## src/design/csbm_pkg.sv

```systemverilog
// ----------------------------------------------------------------------------
// csbm_pkg
// Widths, job record and sequencer states for the best-match block.
// ----------------------------------------------------------------------------
`default_nettype none
package csbm_pkg;
  localparam int ACC_W   = 34;
  localparam int PROD_W  = 2 * ACC_W;
  localparam int WIDE_W  = 104;
  localparam int SCORE_W = 17;
  localparam int ORD_W   = 16;
  localparam int CNT_W   = 6;
  localparam int BIT_W   = 5;
  localparam int MAX_WINDOWS = 65536;

  localparam logic [ACC_W-1:0]   ACC_MAX   = {ACC_W{1'b1}};
  localparam logic [SCORE_W-1:0] SCORE_ONE = 17'd65536;
  localparam logic [BIT_W-1:0]   TOP_BIT   = 5'd16;

  typedef struct packed {
    logic [ACC_W-1:0] dot;
    logic [ACC_W-1:0] wsq;
    logic [ACC_W-1:0] tsq;
    logic             slast;
  } job_t;

  typedef struct packed {
    logic full;
    logic empty;
  } q_status_t;

  typedef enum logic [2:0] {
    BK_IDLE,
    BK_MUL,
    BK_SUM,
    BK_CMP,
    BK_OUT
  } back_state_t;
endpackage
`default_nettype wire

```

## src/design/csbm_in_if.sv

```systemverilog
// ----------------------------------------------------------------------------
// csbm_in_if
// Byte-pair request channel.
// ----------------------------------------------------------------------------
`default_nettype none
interface csbm_in_if;
  logic       valid;
  logic       ready;
  logic [7:0] window_byte;
  logic [7:0] template_byte;
  logic       window_last;
  logic       search_last;

  modport source (output valid, window_byte, template_byte, window_last, search_last,
                  input ready);
  modport sink (input valid, window_byte, template_byte, window_last, search_last,
                output ready);
endinterface
`default_nettype wire

```

## src/design/csbm_out_if.sv

```systemverilog
// ----------------------------------------------------------------------------
// csbm_out_if
// Window result channel.
// ----------------------------------------------------------------------------
`default_nettype none
interface csbm_out_if;
  logic        valid;
  logic        ready;
  logic [16:0] window_score;
  logic        window_valid;
  logic [15:0] best_index;
  logic [16:0] best_score;
  logic        best_found;
  logic        search_done;

  modport source (output valid, window_score, window_valid, best_index, best_score,
                  best_found, search_done, input ready);
  modport sink (input valid, window_score, window_valid, best_index, best_score,
                best_found, search_done, output ready);
endinterface
`default_nettype wire

```

## src/design/cosine_similarity_best_match.sv

```systemverilog
// Takes one byte pair per cycle while the two-entry queue has room; a window result
// shows on the output once the back end has run its serial products and its 17-step
// root search (each step a sum state and a compare state); a zero sum of squares skips both.
// Short windows can back up the two-entry queue and stall the input.
// Reset is synchronous, active low: sums, ordinal, best and queue clear at once.
// ----------------------------------------------------------------------------
// cosine_similarity_best_match
// Cosine similarity per window in Q1.16 with best-window search.
// ----------------------------------------------------------------------------
`default_nettype none
module cosine_similarity_best_match import csbm_pkg::*; (
  input  wire         clk,
  input  wire         rst_n,
  csbm_in_if.sink     in_ch,
  csbm_out_if.source  out_ch
);
  logic      push, pop;
  job_t      push_job, pop_job;
  q_status_t q_stat;

  csbm_front u_front (
    .clk, .rst_n, .in_ch, .q_stat, .push, .push_job
  );

  csbm_queue u_queue (
    .clk, .rst_n, .push, .push_job, .pop, .pop_job, .q_stat
  );

  csbm_back u_back (
    .clk, .rst_n, .pop_job, .q_stat, .pop, .out_ch
  );
endmodule
`default_nettype wire

```

## src/design/csbm_front.sv

```systemverilog
// ----------------------------------------------------------------------------
// csbm_front
// Saturating multiply-accumulate of dot product and both sums of squares.
// ----------------------------------------------------------------------------
`default_nettype none
module csbm_front import csbm_pkg::*; (
  input  wire        clk,
  input  wire        rst_n,
  csbm_in_if.sink    in_ch,
  input  q_status_t  q_stat,
  output logic       push,
  output job_t       push_job
);
  logic [ACC_W-1:0] dot_r, wsq_r, tsq_r;
  logic [ACC_W-1:0] dot_nxt, wsq_nxt, tsq_nxt;
  logic             take;

  function automatic logic [ACC_W-1:0] sat_add(logic [ACC_W-1:0] acc, logic [15:0] p);
    logic [ACC_W:0] s;
    s = {1'b0, acc} + (ACC_W+1)'(p);
    return s[ACC_W] ? ACC_MAX : s[ACC_W-1:0];
  endfunction

  assign in_ch.ready = !q_stat.full;
  assign take = in_ch.valid && in_ch.ready;

  always_comb begin
    dot_nxt = sat_add(dot_r, in_ch.window_byte * in_ch.template_byte);
    wsq_nxt = sat_add(wsq_r, in_ch.window_byte * in_ch.window_byte);
    tsq_nxt = sat_add(tsq_r, in_ch.template_byte * in_ch.template_byte);
    push = take && in_ch.window_last;
    push_job.dot   = dot_nxt;
    push_job.wsq   = wsq_nxt;
    push_job.tsq   = tsq_nxt;
    push_job.slast = in_ch.search_last;
  end

  always_ff @(posedge clk) begin
    if (!rst_n) begin
      dot_r <= '0;
      wsq_r <= '0;
      tsq_r <= '0;
    end else if (take) begin
      // clear at window end, the sums travel with the request
      dot_r <= in_ch.window_last ? '0 : dot_nxt;
      wsq_r <= in_ch.window_last ? '0 : wsq_nxt;
      tsq_r <= in_ch.window_last ? '0 : tsq_nxt;
    end
  end
endmodule
`default_nettype wire

```

## src/design/csbm_queue.sv

```systemverilog
// ----------------------------------------------------------------------------
// csbm_queue
// Two-entry queue of finished window sums between front and back.
// ----------------------------------------------------------------------------
`default_nettype none
module csbm_queue import csbm_pkg::*; (
  input  wire        clk,
  input  wire        rst_n,
  input  wire        push,
  input  job_t       push_job,
  input  wire        pop,
  output job_t       pop_job,
  output q_status_t  q_stat
);
  job_t       mem_r [2];
  logic       wp_r, rp_r;
  logic [1:0] cnt_r;

  assign pop_job      = mem_r[rp_r];
  assign q_stat.full  = cnt_r == 2'd2;
  assign q_stat.empty = cnt_r == 2'd0;

  always_ff @(posedge clk) begin
    if (push) mem_r[wp_r] <= push_job;
  end

  always_ff @(posedge clk) begin
    if (!rst_n) begin
      wp_r  <= 1'b0;
      rp_r  <= 1'b0;
      cnt_r <= 2'd0;
    end else begin
      if (push) wp_r <= !wp_r;
      if (pop)  rp_r <= !rp_r;
      cnt_r <= cnt_r + 2'(push) - 2'(pop);
    end
  end
endmodule
`default_nettype wire

```

## src/design/csbm_back.sv

```systemverilog
// ----------------------------------------------------------------------------
// csbm_back
// Score sequencer: serial products, bit-wise root search, best tracking.
// ----------------------------------------------------------------------------
`default_nettype none
module csbm_back import csbm_pkg::*; (
  input  wire        clk,
  input  wire        rst_n,
  input  job_t       pop_job,
  input  q_status_t  q_stat,
  output logic       pop,
  csbm_out_if.source out_ch
);
  back_state_t state_r, state_nxt;

  logic [PROD_W-1:0]  ma_r, md_r, ab_r, rr_r;
  logic [ACC_W-1:0]   mb_r, mq_r;
  logic [CNT_W-1:0]   cnt_r;
  logic [WIDE_W-1:0]  p_r, qs_r, as_r, t_r;
  logic [BIT_W-1:0]   k_r;
  logic [SCORE_W-1:0] s_r;
  logic               valid_r, slast_r;
  logic [ORD_W-1:0]   ord_r;
  logic [SCORE_W-1:0] best_score_r;
  logic [ORD_W-1:0]   best_ord_r;
  logic               best_seen_r;

  logic               out_valid_r;
  logic [SCORE_W-1:0] o_score_r, o_best_score_r;
  logic [ORD_W-1:0]   o_best_ord_r;
  logic               o_valid_r, o_found_r, o_done_r;

  logic               fire, mul_end, fits, upd;
  logic [PROD_W-1:0]  ab_fin, rr_fin;
  logic [WIDE_W-1:0]  qs_sum;
  logic [SCORE_W-1:0] score;

  assign out_ch.valid        = out_valid_r;
  assign out_ch.window_score = o_score_r;
  assign out_ch.window_valid = o_valid_r;
  assign out_ch.best_index   = o_best_ord_r;
  assign out_ch.best_score   = o_best_score_r;
  assign out_ch.best_found   = o_found_r;
  assign out_ch.search_done  = o_done_r;

  always_comb begin
    ab_fin  = ab_r + (mb_r[0] ? ma_r : '0);
    rr_fin  = rr_r + (mq_r[0] ? md_r : '0);
    mul_end = cnt_r == CNT_W'(ACC_W - 1);
    fits    = t_r <= (WIDE_W'(rr_r) << 32);
    qs_sum  = fits ? qs_r + (as_r << 1) : qs_r;
    score   = !valid_r ? '0 : (s_r > SCORE_ONE ? SCORE_ONE : s_r);
    upd     = valid_r && (!best_seen_r || score >= best_score_r);
    fire    = (state_r == BK_OUT) && (!out_valid_r || out_ch.ready);
    pop     = 1'b0;
    state_nxt = state_r;
    case (state_r)
      BK_IDLE: begin
        if (!q_stat.empty) begin
          pop = 1'b1;
          state_nxt = (pop_job.wsq != '0 && pop_job.tsq != '0) ? BK_MUL : BK_OUT;
        end
      end
      BK_MUL:  if (mul_end) state_nxt = BK_SUM;
      BK_SUM:  state_nxt = BK_CMP;
      BK_CMP:  state_nxt = (k_r == '0) ? BK_OUT : BK_SUM;
      BK_OUT:  if (fire) state_nxt = BK_IDLE;
      default: state_nxt = BK_IDLE;
    endcase
  end

  always_ff @(posedge clk) begin
    if (!rst_n) state_r <= BK_IDLE;
    else        state_r <= state_nxt;
  end

  // datapath
  always_ff @(posedge clk) begin
    case (state_r)
      BK_IDLE: begin
        ma_r    <= PROD_W'(pop_job.wsq);
        mb_r    <= pop_job.tsq;
        md_r    <= PROD_W'(pop_job.dot);
        mq_r    <= pop_job.dot;
        ab_r    <= '0;
        rr_r    <= '0;
        cnt_r   <= '0;
        s_r     <= '0;
        valid_r <= pop_job.wsq != '0 && pop_job.tsq != '0;
        slast_r <= pop_job.slast;
      end
      BK_MUL: begin
        ab_r  <= ab_fin;
        rr_r  <= rr_fin;
        ma_r  <= ma_r << 1;
        md_r  <= md_r << 1;
        mb_r  <= mb_r >> 1;
        mq_r  <= mq_r >> 1;
        cnt_r <= cnt_r + 1'b1;
        p_r   <= '0;
        qs_r  <= '0;
        as_r  <= WIDE_W'(ab_fin) << 32;
        k_r   <= TOP_BIT;
      end
      BK_SUM: t_r <= p_r + qs_r + as_r;
      BK_CMP: begin
        if (fits) begin
          p_r      <= t_r;
          s_r[k_r] <= 1'b1;
        end
        if (k_r != '0) begin
          // advance to next bit: rescale partial terms
          qs_r <= qs_sum >> 1;
          as_r <= as_r >> 2;
          k_r  <= k_r - 1'b1;
        end
      end
      default: ;
    endcase
  end

  always_ff @(posedge clk) begin
    if (!rst_n) begin
      ord_r        <= '0;
      best_score_r <= '0;
      best_ord_r   <= '0;
      best_seen_r  <= 1'b0;
      out_valid_r  <= 1'b0;
    end else begin
      if (fire) begin
        out_valid_r <= 1'b1;
        if (slast_r) begin
          ord_r        <= '0;
          best_score_r <= '0;
          best_ord_r   <= '0;
          best_seen_r  <= 1'b0;
        end else begin
          ord_r <= (ord_r == ORD_W'(MAX_WINDOWS - 1)) ? '0 : ord_r + 1'b1;
          if (upd) begin
            best_score_r <= score;
            best_ord_r   <= ord_r;
            best_seen_r  <= 1'b1;
          end
        end
      end else if (out_ch.ready) begin
        out_valid_r <= 1'b0;
      end
    end
  end

  always_ff @(posedge clk) begin
    if (fire) begin
      o_score_r      <= score;
      o_valid_r      <= valid_r;
      o_best_ord_r   <= upd ? ord_r : best_ord_r;
      o_best_score_r <= upd ? score : best_score_r;
      o_found_r      <= upd || best_seen_r;
      o_done_r       <= slast_r;
    end
  end
endmodule
`default_nettype wire

```

## src/flat_wrapper.sv

```systemverilog
// flat-port wrapper written by rule: the top's interface ports become plain ports
module cosine_similarity_best_match_flat import csbm_pkg::*;
  (clk, rst_n, in_ch_valid, in_ch_window_byte, in_ch_template_byte, in_ch_window_last, in_ch_search_last, in_ch_ready, out_ch_valid, out_ch_window_score, out_ch_window_valid, out_ch_best_index, out_ch_best_score, out_ch_best_found, out_ch_search_done, out_ch_ready);
  csbm_in_if in_ch_i ();
  csbm_out_if out_ch_i ();
  input  wire clk;
  input  wire rst_n;
  input wire logic [$bits(in_ch_i.valid)-1:0] in_ch_valid;
  input wire logic [$bits(in_ch_i.window_byte)-1:0] in_ch_window_byte;
  input wire logic [$bits(in_ch_i.template_byte)-1:0] in_ch_template_byte;
  input wire logic [$bits(in_ch_i.window_last)-1:0] in_ch_window_last;
  input wire logic [$bits(in_ch_i.search_last)-1:0] in_ch_search_last;
  output wire logic [$bits(in_ch_i.ready)-1:0] in_ch_ready;
  output wire logic [$bits(out_ch_i.valid)-1:0] out_ch_valid;
  output wire logic [$bits(out_ch_i.window_score)-1:0] out_ch_window_score;
  output wire logic [$bits(out_ch_i.window_valid)-1:0] out_ch_window_valid;
  output wire logic [$bits(out_ch_i.best_index)-1:0] out_ch_best_index;
  output wire logic [$bits(out_ch_i.best_score)-1:0] out_ch_best_score;
  output wire logic [$bits(out_ch_i.best_found)-1:0] out_ch_best_found;
  output wire logic [$bits(out_ch_i.search_done)-1:0] out_ch_search_done;
  input wire logic [$bits(out_ch_i.ready)-1:0] out_ch_ready;
  assign in_ch_i.valid = in_ch_valid;
  assign in_ch_i.window_byte = in_ch_window_byte;
  assign in_ch_i.template_byte = in_ch_template_byte;
  assign in_ch_i.window_last = in_ch_window_last;
  assign in_ch_i.search_last = in_ch_search_last;
  assign in_ch_ready = in_ch_i.ready;
  assign out_ch_valid = out_ch_i.valid;
  assign out_ch_window_score = out_ch_i.window_score;
  assign out_ch_window_valid = out_ch_i.window_valid;
  assign out_ch_best_index = out_ch_i.best_index;
  assign out_ch_best_score = out_ch_i.best_score;
  assign out_ch_best_found = out_ch_i.best_found;
  assign out_ch_search_done = out_ch_i.search_done;
  assign out_ch_i.ready = out_ch_ready;
  cosine_similarity_best_match u_core (.clk(clk), .rst_n(rst_n), .in_ch(in_ch_i), .out_ch(out_ch_i));
endmodule
```

## config.mk

```make
export PLATFORM = sky130hd
export DESIGN_NAME = cosine_similarity_best_match_flat
export DESIGN_NICKNAME = d
export VERILOG_FILES = /design/src/design/csbm_pkg.sv /design/src/design/csbm_in_if.sv /design/src/design/csbm_out_if.sv /design/src/design/cosine_similarity_best_match.sv /design/src/design/csbm_front.sv /design/src/design/csbm_queue.sv /design/src/design/csbm_back.sv /design/src/flat_wrapper.sv
export SDC_FILE = /design/constraint.sdc
export NUM_CORES = 2
export LEC_CHECK = 0
export ABC_CLOCK_PERIOD_IN_PS = 14300
export BUFFER_PORTS_ARGS = -buffer_cell sky130_fd_sc_hd__buf_2
export CAP_MARGIN = 40
export CORE_ASPECT_RATIO = 0.9
export CORE_UTILIZATION = 25
export CTS_CLUSTER_SIZE = 24
export DETAILED_ROUTE_END_ITERATION = 7
export REMOVE_ABC_BUFFERS = 1
export SLEW_MARGIN = 20
export SYNTH_ARGS = -nofsm -noshare
export SYNTH_HDL_FRONTEND = slang
export SYNTH_HIERARCHICAL = 1
export SYNTH_SLANG_ARGS = --single-unit
```

## constraint.sdc

```tcl
create_clock -name clk -period 14.3 [get_ports clk]
set_input_delay 1.43 -clock clk [delete_from_list [all_inputs] [get_ports clk]]
set_output_delay 1.43 -clock clk [all_outputs]
set_load 0.02 [all_outputs]
```

# Yosys cells after proc, flatten, opt, wreduce, memory -nomap -nowiden
# Memories as Yosys holds them, arrays and structs flattened. A register that Yosys moved wholly into a read port is not among the register bits.
# Index checks and enable logic that the tools add are counted.
# totals
regBits,999
latchBits,0
ram_bits,206
romBits,0
inputBits,22
output_inout_bits,55
wordCells,150
mem_count,1
# memory_table
memory,depth,width,rd,rd_ports_with_merged_regs,wr,line,text
u_core.u_queue.mem_r,2,103,1,1,1,csbm_queue.sv:15,job_t mem_r [2];
# classes
addsub,13
n_mul,3
div_mod_pow,0
n_lt_le_gt_ge,5
eq_ne,12
shift,0
mux,52
bitwise_logic,1
n_reduce_logical,30
# op_table
cell,n
104-bit case mux with 2 select lines,3
68-bit case mux with 2 select lines,4
104-bit two-way mux,4
104-bit adder,3
34-bit two-way mux,6
68-bit adder,2
68-bit two-way mux,2
34-bit case mux with 2 select lines,2
34-bit by 16-bit adder with 35-bit output,3
104-bit by 100-bit <= comparator with 1-bit output,1
17-bit two-way mux,5
34-bit nonzero test,2
16-bit two-way mux,4
8-bit by 8-bit multiplier with 16-bit output,3
17-bit case mux with 2 select lines,1
17-bit >= comparator,1
"17-bit greater-than comparator, second input constant",1
17-bit bitwise OR,1
"16-bit by 1-bit adder with 16-bit output, second input constant",1
"16-bit == test, second input constant",1
3-bit two-way mux,5
3-bit case mux with 5 select lines,1
6-bit case mux with 2 select lines,1
1-bit two-way mux,11
25 further kinds,48

# Depth between registers and ports, before layout
# depth
depth_word,8
mapped_depth,21
ltp_nobuf,18

# Cells and area by module
# The synthesis kept the hierarchy.
# modules_own_cells
module,instances,cells_per_inst,area_per_inst_um2,seq_area_each_um2
csbm_back,1,6095,59739.8,26125.1
csbm_front,1,1553,12782.3,2042.0
csbm_queue,1,341,7672.4,6286.0

# Worst setup path before layout
# OpenSTA, ideal clock, no wires.
# synth_path
path_kind,register to register
start,register u_core.u_back.state_r[2]
end,"register u_core.u_back.ab_r[0], data pin"
setup_time_ns,0.203
t_arrival_ns,10.983
required_time_ns,14.097
setup_slack_ns,3.114
path_stages_with_launch,4
path_buffers,1
synth_period_minus_slack_ns,11.186
cell_sequence,dfxtp_1 nor2_1 clkbuf_1 and3_1
# synth_via
elab_chain_cells,2
elab_cells_between_ends,3
classes_between,eq/ne: 1; mux: 1; reduce/logical: 1
# synth_rtl
element,line,text
from (decl),csbm_back.sv:14,"back_state_t state_r, state_nxt;"
from (signal assigned),csbm_back.sv:74,else state_r <= state_nxt;
3-bit by 1-bit == test with 1-bit output or 3-bit logical NOT (tied branches),csbm_back.sv:79,case (state_r)
68-bit case mux with 2 select lines (*),csbm_back.sv:79,
to (signal assigned),csbm_back.sv:93,ab_r <= ab_fin;
to (decl),csbm_back.sv:16,"logic [PROD_W-1:0] ma_r, md_r, ab_r, rr_r;"
# Every way passes the cells marked *; elsewhere a longest branch is shown, timed or not.
# A chain may end at the register's enable or synchronous reset.

==> metrics.txt <==
leak pwr=36.0 nW; Synth Area per Inst=10.0 um2; CTS tree=built; main combinational cell family by area after synthesis=simple AND/OR/NAND/NOR gates; VDD IR-drop max=0.174 mV; Cell Pwr Density=253 nW/um2; Area contributors post-synth=edfxtp_1 39%, ha_1 8.7%, fa_1 5.7%; Ports=77; fmax=0.167 GHz; CTS resizes=0; Max Slew Vio Count=0; Slew headroom=26.6%; first-pass GRT wire length=329000 um; ys async rst share=0%; Storage cell area=34500 um2; Setup violations, final=0; final WL=209000 um; clk sinks=1201; Post-Synthesis Cells=7989; Critical Path RT=15.08 ns; Reg clk slew, reported paths=0.06 ns; clock skew=0.0761 ns; post-synthesis compound-gate area fraction=15.6%; area leader, netlist=edfxtp_1; Post-CTS Setup Inserts=0; Synth Area in Simple Gates=16.0%; routed len/inst=17.1 um; post-DP HPWL=155000 um; H-tree depth=4; Slew @ Worst Pin=1.10 ns; Cell Area, Synth=80200 um2; total CTS buffers=138; initial antenna violation count=5; setup ws final=8.29 ns; crit-path max FO=26; Primary FF master, synth=edfxtp_1; final net count=8693; number of flops mapped to enable cells by yosys=1040; Area Overhead vs Synth=11.9%; period utilisation layout=42.0%; DIE WIDTH=599 um; fillers=33300; Post-CTS Hold Fix Bufs=0; Seq/Total Area, Yosys=43.0%; Post-Synth Adder-Cell Area=14.4%; DR vias=58500; vias in the first global route=56000; RSZ-0062 raised after global routing=false; RD Place Congestion=0.898; Via density=4.78; Synth Area in XOR/XNOR=4.46%; grt ovf=0; Unique masters post-synth=124; CP Class=primary input to register; post-route ant nets=0; CORE AREA=318000 um2; Remaining DRCs=0; crit path DAT=6.79 ns; Startpoint Class=primary input; Fin Setup TNS=0 ns; warnings from Yosys=6; pre-CTS setup slack=7.44 ns; Tmin final=6.01 ns; clock buffer depth=3; DRT Pass-1 Iters=6; CTS root buf=clkbuf_16; number of synthesized register bits=1201; multiplexer area fraction after synthesis=2.17%; port bufs=76; max-capacitance violation count=0; initial cell density of the core=25.2%; Die Area=323000 um2; Final Hold Viols=0; Yosys top cell area share=38.9%; Final Util=28.2%; Iter 0 DRT Violations=4667; gr usage total=12.7%; critical path capture point type=register; outcome=finished, final reports clean; largest net degree at the start of global routing=188; Clk Latency, worst-skew pair=0.84 ns; layout cells sized above 1=7.82%; Hold Crit Class=register to register; Die Y=539 um; multi-input logic area=42300 um2; Rows=196; Tot Pwr=22.7 mW
## registers in the layout, indices dropped and copies added (netlist names), 68 cells and up, named ones only
name                  count
u_core/u_queue/mem_r    206
u_core/u_back/p_r       104
u_core/u_back/t_r       104
u_core/u_back/qs_r      103
u_core/u_back/as_r      100
u_core/u_back/ab_r       68
u_core/u_back/ma_r       68
u_core/u_back/md_r       68
u_core/u_back/rr_r       68
## cell type report
| class | count | share of cell area, % |
|---|---|---|
| multi-input combinational | 5929 | 47.2 |
| sequential | 1201 | 38.4 |
| tap | 4257 | 5.94 |
| clock buffer | 167 | 4.06 |
| inverter | 463 | 1.94 |
| timing repair buffer | 150 | 1.38 |
| clock inverter | 85 | 1.08 |
| antenna | 2 | 0.00558 |
## logic make-up after synthesis
| logic type | after synthesis |
|---|---|
| xor+xnor | 407 |
| compound gates | 1899 |
| fa+ha+maj | 788 |
| buf+inv | 859 |
| flops | 1201 |
| simple gates | 2677 |
| mux | 158 |
## metal layers
metal | GRT usage (%) | vias to the layer above | wire length (um) | share of wire [%]
met4 | 2.80 | 0 | 3580 | 1.7
met1 | 19.6 | 28400 | 107000 | 51
met3 | 1.66 | 205 | 12300 | 5.9
met5 | 0 | - | 0 | 0
li1 | - | 28400 | - | -
met2 | 18.4 | 1525 | 86900 | 42
## Yosys cell counts, types with 15 or more instances
cell type and number:
inv_1 463, mux2_2 125, or2_2 18, a211oi_1 36, and3_1 119, a211o_1 17, or3_1 21, buf_2 57
o21bai_1 79, clkbuf_1 304, dfxtp_1 161, o21a_1 50, o21ai_1 29, ha_1 560, nor4_1 48, edfxtp_1 1040
nor2_1 555, nor2b_1 48, a31oi_1 64, a41oi_1 17, a22o_1 89, nand2b_1 67, nand2_1 986, nand4_1 157
and2_1 381, mux2i_1 33, a21o_1 287, nand3_1 96, xor2_1 180, a21boi_0 15, a21oi_1 591, xnor2_1 226
nor3_1 104, a221oi_1 16, o211ai_1 36, o21ai_0 353, fa_1 228, o31ai_1 30
## placed cells by master, fill, tap and decap left out, types with 45 or more instances in the layout
cell type	synthesis	layout
a21o_1	287	287
a21oi_1	591	589
a22o_1	89	89
a31oi_1	64	64
and2_1	381	379
and3_1	119	119
buf_2	57	79
buf_4	11	50
clkbuf_16	0	139
dfxtp_1	161	159
edfxtp_1	1040	1040
fa_1	228	228
ha_1	560	560
inv_1	463	462
mux2_2	125	125
nand2_1	986	983
nand2b_1	67	67
nand3_1	96	96
nand4_1	157	157
nor2_1	555	554
nor2b_1	48	45
nor3_1	104	104
nor4_1	48	48
o21a_1	50	50
o21ai_0	353	353
o21bai_1	79	79
xnor2_1	226	226
xor2_1	180	180
## power breakdown
group	switching, mW	total (mW)	internal [mW]
Clock	1.58	3.57	1.99
Combinational	7.91	12.6	4.73
Sequential	0.826	6.46	5.63
Total	10.3	22.7	12.3
## stage by stage
| step | hold slack (ns) | instances | instance area, um2 |
|---|---|---|---|
| 3_3_place_gp | 0.456 | 12000 | 84600 |
| 6_report | 0.475 | 12300 | 89700 |
| 5_1_grt | 0.489 | 12300 | 89700 |
| 2_1_floorplan | 0.442 | 7593 | 78500 |
| 3_5_place_dp | 0.456 | 12000 | 84900 |
| 4_1_cts | 0.477 | 12200 | 89500 |
## worst paths after layout
kind                                      from                            to  slack (ns)  cells past startpoint
setup / recovery          in_ch_window_byte[5]       u_core/u_front/dot_r[3]        8.29                     17
hold / removal    u_core/u_back/best_ord_r[12]  u_core/u_back/best_ord_r[12]        0.47                      1
setup reg to reg         u_core/u_back/mb_r[0]        u_core/u_back/as_r[98]        8.87                     16
hold reg to reg   u_core/u_back/best_ord_r[12]  u_core/u_back/best_ord_r[12]        0.47                      1
## critical path, cell delays in order
cell	delay, ns
buf_2	0.29
inv_1	0.17
nor2_1	0.17
fa_1	0.44
fa_1	0.47
fa_1	0.49
inv_1	0.05
fa_1	0.47
inv_1	0.04
ha_1	0.34
o21ai_0	0.12
or3_1	0.38
a211oi_1	0.24
a211o_1	0.64
nand2_2	0.59
nand2b_1	0.29
a22o_1	0.16
(Power assumes the default switching activity.)
